$ cat src/rtl/core/blim_pkg.sv
// Package for the bass and full-band peak limiter.
// Holds sample and gain widths, fixed-point constants and the channel,
// command and status structs used by the controller, datapath and top level.
package blim_pkg;

	localparam int SAMPLE_WIDTH = 24;
	localparam int FRAC_BITS = 20;

	localparam int GAIN_W = FRAC_BITS + 1;
	localparam int ENV_W = SAMPLE_WIDTH - 1;
	localparam int MAG_W = SAMPLE_WIDTH + 1;
	localparam int RATE_W = 32;
	localparam int NUM1_W = 2 * FRAC_BITS + 1;
	localparam int NUM_W = MAG_W + FRAC_BITS;
	localparam int DEN_W = SAMPLE_WIDTH;
	localparam int QUO_W = MAG_W;
	localparam int DSH_W = DEN_W + QUO_W - 1;
	localparam int CNT_W = $clog2(QUO_W + 1);

	localparam logic [GAIN_W-1:0] ONE_Q = GAIN_W'(1) << FRAC_BITS;
	localparam logic [ENV_W-1:0] SMP_MAX = {ENV_W{1'b1}};
	localparam logic [CNT_W-1:0] DIV1_STEPS = CNT_W'(GAIN_W);
	localparam logic [CNT_W-1:0] DIV2_STEPS = CNT_W'(QUO_W);
	localparam logic [RATE_W-1:0] BASS_RATE_RST = 32'd1825700;
	localparam logic [RATE_W-1:0] FULL_RATE_RST = 32'd29826;

	localparam logic CFG_BASS_RATE = 1'b0;
	localparam logic CFG_FULL_RATE = 1'b1;

	typedef struct packed {
		logic signed [SAMPLE_WIDTH-1:0] high_band;
		logic signed [SAMPLE_WIDTH-1:0] bass_mix;
	} blim_in_t;

	typedef struct packed {
		logic signed [SAMPLE_WIDTH-1:0] limited_sample;
		logic [GAIN_W-1:0] bass_gain_now;
	} blim_out_t;

	typedef struct packed {
		logic capture;
		logic prep;
		logic div_start;
		logic div_sel;
		logic gain;
		logic scale;
		logic env;
		logic load_out;
	} blim_cmd_t;

	typedef struct packed {
		logic need_div1;
		logic need_div2;
		logic div_busy;
		logic out_busy;
	} blim_stat_t;

endpackage

$ cat src/rtl/core/blim_ctrl.sv
// Controller of the limiter: sequences the datapath steps for one sample.
// Depends on blim_pkg for the command and status structs.
module blim_ctrl (
	input  logic                  clk,
	input  logic                  arst_n,
	input  logic                  sample_valid,
	output logic                  sample_ready,
	input  blim_pkg::blim_stat_t  stat,
	output blim_pkg::blim_cmd_t   cmd
);

	localparam logic [3:0] ST_IDLE  = 4'd0;
	localparam logic [3:0] ST_PREP  = 4'd1;
	localparam logic [3:0] ST_CHK1  = 4'd2;
	localparam logic [3:0] ST_DIV1  = 4'd3;
	localparam logic [3:0] ST_GAIN  = 4'd4;
	localparam logic [3:0] ST_SCALE = 4'd5;
	localparam logic [3:0] ST_ENV   = 4'd6;
	localparam logic [3:0] ST_CHK2  = 4'd7;
	localparam logic [3:0] ST_DIV2  = 4'd8;
	localparam logic [3:0] ST_OUT   = 4'd9;

	logic [3:0] state_q;
	logic [3:0] state_d;

	always_comb begin
		state_d = state_q;
		cmd = '0;
		sample_ready = 1'b0;
		case (state_q)
			ST_IDLE: begin
				sample_ready = 1'b1;
				if (sample_valid) begin
					cmd.capture = 1'b1;
					state_d = ST_PREP;
				end
			end
			ST_PREP: begin
				cmd.prep = 1'b1;
				state_d = ST_CHK1;
			end
			ST_CHK1: begin
				if (stat.need_div1) begin
					cmd.div_start = 1'b1;
					state_d = ST_DIV1;
				end else begin
					state_d = ST_GAIN;
				end
			end
			ST_DIV1: begin
				if (!stat.div_busy) begin
					state_d = ST_GAIN;
				end
			end
			ST_GAIN: begin
				cmd.gain = 1'b1;
				state_d = ST_SCALE;
			end
			ST_SCALE: begin
				cmd.scale = 1'b1;
				state_d = ST_ENV;
			end
			ST_ENV: begin
				cmd.env = 1'b1;
				state_d = ST_CHK2;
			end
			ST_CHK2: begin
				cmd.div_sel = 1'b1;
				if (stat.need_div2) begin
					cmd.div_start = 1'b1;
					state_d = ST_DIV2;
				end else begin
					state_d = ST_OUT;
				end
			end
			ST_DIV2: begin
				cmd.div_sel = 1'b1;
				if (!stat.div_busy) begin
					state_d = ST_OUT;
				end
			end
			ST_OUT: begin
				cmd.div_sel = 1'b1;
				if (!stat.out_busy) begin
					cmd.load_out = 1'b1;
					state_d = ST_IDLE;
				end
			end
			default: begin
				state_d = ST_IDLE;
			end
		endcase
	end

	always_ff @(posedge clk or negedge arst_n) begin
		if (!arst_n) begin
			state_q <= ST_IDLE;
		end else begin
			state_q <= state_d;
		end
	end

endmodule

$ cat config.mk
export PLATFORM = sky130hd
export DESIGN_NAME = blim_ctrl
export DESIGN_NICKNAME = d
export VERILOG_FILES = /design/src/rtl/core/blim_pkg.sv /design/src/rtl/core/blim_ctrl.sv
export SDC_FILE = /design/constraint.sdc
export NUM_CORES = 1
export LEC_CHECK = 0
export BUFFER_PORTS_ARGS = -buffer_cell sky130_fd_sc_hd__buf_4
export CORE_AREA = 8 8 45 47
export CTS_BUF_LIST = sky130_fd_sc_hd__clkbuf_8
export DETAILED_ROUTE_END_ITERATION = 10
export DIE_AREA = 0 0 53 55
export GPL_TIMING_DRIVEN = 0
export PLACE_DENSITY = 0.61
export SETUP_SLACK_MARGIN = 0.3
export SLEW_MARGIN = 20
export SYNTH_ARGS = -nofsm -noshare
export SYNTH_HDL_FRONTEND = slang
export SYNTH_SLANG_ARGS = --single-unit
$ cat constraint.sdc
create_clock -name clk -period 2.6 [get_ports clk]
set_clock_uncertainty 0.05 [all_clocks]
set_input_delay 0.52 -clock clk [delete_from_list [all_inputs] [get_ports clk]]
set_output_delay 0.52 -clock clk [all_outputs]
set_load 0.02 [all_outputs]
== Word level (Yosys, flattened, before mapping) ==
Cells that the tools add are included.
W data, S select, Z words.

* RAM bits: 0
* Bits of input ports: 7
* Logic and storage cells: 37
* Register bits after elaboration: 4
* Memory bits (read-only): 0
* Memories kept: 0
* Output and inout port bits: 9
* Latch bits: 0

* Multipliers: 0
* Reduce and logical (&&, ||, !) cells: 3
* Order comparisons: 0
* Shifts and indexed selects: 0
* Multiplexer cells: 20
* Bitwise gates (word level): 0
* Add/subtract/negate cells: 0
* Eq/ne operators: 13
* Divide/modulo/power cells: 0

{| class="wikitable"
|+ Operators with widths
! kind !! number
|-
| $pmux W4 S10 || 1
|-
| $eq A4 B3 Y1 const B || 4
|-
| $mux W4 || 4
|-
| $mux W1 || 13
|-
| $eq A4 B2 Y1 const B || 2
|-
| $eq A4 B4 Y1 const B || 2
|-
| $ne A2 B2 Y1 const B || 4
|-
| $eq A4 B1 Y1 const B || 1
|-
| $logic_not A4 Y1 || 1
|-
| $reduce_and A4 Y1 || 1
|-
| $mux W3 || 1
|-
| $reduce_or A3 Y1 || 1
|-
| $pmux W1 S2 || 1
|}

== Depth between registers and ports, before layout ==
* Depth in word-level cells: 3
* Mapped depth: 5

== Worst setup path before layout ==
No wires, ideal clock.

* Kind: reg-to-output
* From: register state_q[3]
* To: output port cmd[7] (netlist bit)
* Slack: 390 ps
* Stages on the path, launching flop included: 4
* Path buffers: 1
* Data arrival time: 1,640 ps
* Cells stage by stage: dfrtp_1 -> buf_4 -> nor4_1 -> and2_1

{| class="wikitable"
|+ RTL lines
! item !! RTL line !! source
|-
| from (decl) || blim_ctrl.sv:23 || <nowiki>logic [3:0] state_q;</nowiki>
|-
| from (signal assigned) || blim_ctrl.sv:99 || <nowiki>state_q <= state_d;</nowiki>
|-
| to (decl) || blim_ctrl.sv:9 || <nowiki>output blim_pkg::blim_cmd_t cmd</nowiki>
|}

==> impl_metrics.toml <==
[timing]
maxSlewHeadroom = 0.784
fmax_ghz = 0.497
drv_slew = 0
period_minus_slack_ps = 2010
period_share = 0.774
worst_slew_pin_slew_ps = 322
setup-violations-final = 0
tns_ps = 0
hold_viol = 0
grt_setup_unrepaired = "no"

[route]
wl_per_cell_um = 13.2
drc = 0
dr.pass1.iters = 4
vias = 423
drtIter0Drc = 10
ant_nets = 0
vias_per_cell = 5.16
drt-total-wl_mm = 1.08

[global_route]
grt_max_degree = 11
grtUsageMet2 = 0.115
grt-ovfl-total = 0
grt-busiest-layer = "met2"
grtUsageMet1 = 0.0959
met3_usage = 0.0374
grt_pass1_wl_mm = 1.75
gr-usage-all-layers = 0.0776
antenna_found_initial = 0
grt_pass1_vias = 413

[final_layout]
fin_util = 0.390
top_register = "state_q"
drive_gt1_frac = 0.379
n_antenna_cell = 0
biggestRegsByFlops = "state_q: 4 flops"
largest_reg_flops = 4
area_growth_pct = 47.6
final_nets = 75

[synth]
ys_ff_latch = 4
synth_ff_type = "dfrtp_1"
ys_async_sr_fraction = 1.00
synth_cell_types = 23
yosys-top-cells-count = "5 x a21oi_1, 5 x nand2b_1, 5 x nor2_1, 4 x dfrtp_1, 4 x nor3_1"
yosysTopAreaCell = "dfrtp_1"
syn_inst = 48
syn_area_per_cell_sq_um = 7.61
yosysTopAreaCellShare = 0.274
seq_area_frac_synth = 0.274
synth_edf_count = 0
syn_nets = 55
synth_area_leaders = "dfrtp_1 27%, nand2b_1 8.6%, a21oi_1 6.8%"
synth_warnings = 0
synth_area_sq_um = 365

[clock_tree]
cts_resized = 0
postCtsSetupBuffers = 0
htreeDepth = 1
hold_buffers = 0
cts-root-buf = "clkbuf_8"
clkSlewWorstSetupHoldPaths_ps = 30
clock_sinks = 4
numCtsBuffers = 3
clockBufferDepth = 2
worst_skew_pair.late_latency_ps = 220
cts_tree = "built"

[flow_run]
max-cap-violations = 0

[floorplan]
initial_core_util = 0.264
coreArea_sq_um = 1380
io_pins = 16
row_count = 14
die_w_um = 53
dieArea_sq_um = 2920
die_h_um = 55

[setup_path]
cpMostUsedCell = "buf_4"
worstSetupEndpointType = "primary output"
crit_arrival_ps = 1440
cp_top_family = "simple AND/OR/NAND/NOR gates"
worst-path-buf-inv = 2
crit_slowest_cell = "dfrtp_1"
crit_path_max_fanout = 10
crit_path_max_incr_delay_ps = 410
cp_cell_sequence = "buf_4 > nor4_1 > and2_1 > buf_4"
required_ps = 2030
startpoint_type = "flip-flop"
crit_type = "reg2out"

[run_status]
outcome = "completed"

[power]
power_density_nw_per_um2 = 1420
peakVddDrop_mv = 0.551
leakage_uw = 0.000232

[place]
io_buffers = 15
place.gp.congestion = 0.857
place.detailed.hpwl_um = 823

[min_path]
hp-class = "in2async"
[area by class of cell]
class,count,area [sq um]
Multi-Input combinational cell,39,239
Buffer,4,22.5
Sequential cell,4,100
Tap cell,16,20.0
Fill cell,146,845
Inverter,1,3.75
Clock buffer,3,41.3
Timing Repair Buffer,15,113
[power breakdown]
group          switching (uW)  leakage (uW)  total [uW]  internal (uW)
Combinational             275      0.000162         484            208
Sequential               55.1     0.0000493         151           96.1
Clock                    30.3     0.0000216         129           98.5
Total                     361      0.000232         764            403
[logic make-up (layout without fill, tap and decap cells)]
logic type,count (synthesis),in the layout,share of synthesized area
buffers and inverters,5,23,0.0719
flip-flops,4,4,0.274
AND/OR/NAND/NOR,24,24,0.366
AO/OA/AOI/OAI,15,15,0.288
[worst paths after layout]
kind	from	endpoint	slack (ps)	depth (start not counted)
max reg2reg	state_q[3]$_DFFE_PN0P_	state_q[0]$_DFFE_PN0P_	1350	5
max	state_q[3]$_DFFE_PN0P_	cmd[7]	590	4
min in group clk	stat[3]	state_q[2]$_DFFE_PN0P_	580	4
max in group asynchronous	arst_n	state_q[2]$_DFFE_PN0P_	2360	1
min	arst_n	state_q[3]$_DFFE_PN0P_	40	1
min reg2reg	state_q[3]$_DFFE_PN0P_	state_q[2]$_DFFE_PN0P_	660	2
[stage by stage]
step | cells | hold WS, ps | worst slack (ps) | total power, uW | area, sq um
2_1_floorplan | 48 | 174 | 390 | 481 | 365
3_3_place_gp | 79 | 266 | 863 | 629 | 498
3_5_place_dp | 79 | 267 | 818 | 638 | 498
4_1_cts | 82 | 35.8 | 575 | 774 | 539
5_1_grt | 82 | 34.2 | 532 | 831 | 539
6_report | 82 | 40.1 | 588 | 764 | 539
[layer usage]
layer / routed length, um / vias to the layer above
li1: - / 212
met1: 502 / 194
met2: 474 / 17
met3: 104 / 0
met4: 0 / 0
met5: 0 / -
[worst reg2reg max path, stage by stage, from the launching register on]
cell and delay [ps]:
dfrtp_1 410, buf_4 200, nand2_2 60, a211oi_2 200
o32ai_1 90, a21oi_1 160
[layout by cell type (no fill, tap or decap)]
cell type / n
a211oi_2: 1
a21oi_1: 5
and2_1: 1
buf_2: 3
buf_4: 16
clkbuf_8: 3
dfrtp_1: 4
inv_1: 1
nand2_1: 1
nand2_2: 1
nand2b_1: 5
nand3_1: 1
nand4b_1: 1
nor2_1: 5
nor2b_1: 1
nor3_1: 4
nor3b_1: 2
nor4_1: 2
o211ai_1: 2
o21ai_0: 3
o21ai_1: 1
o31ai_1: 1
o32ai_1: 1
o32ai_2: 1
Power figures use the tool's default switching activity.
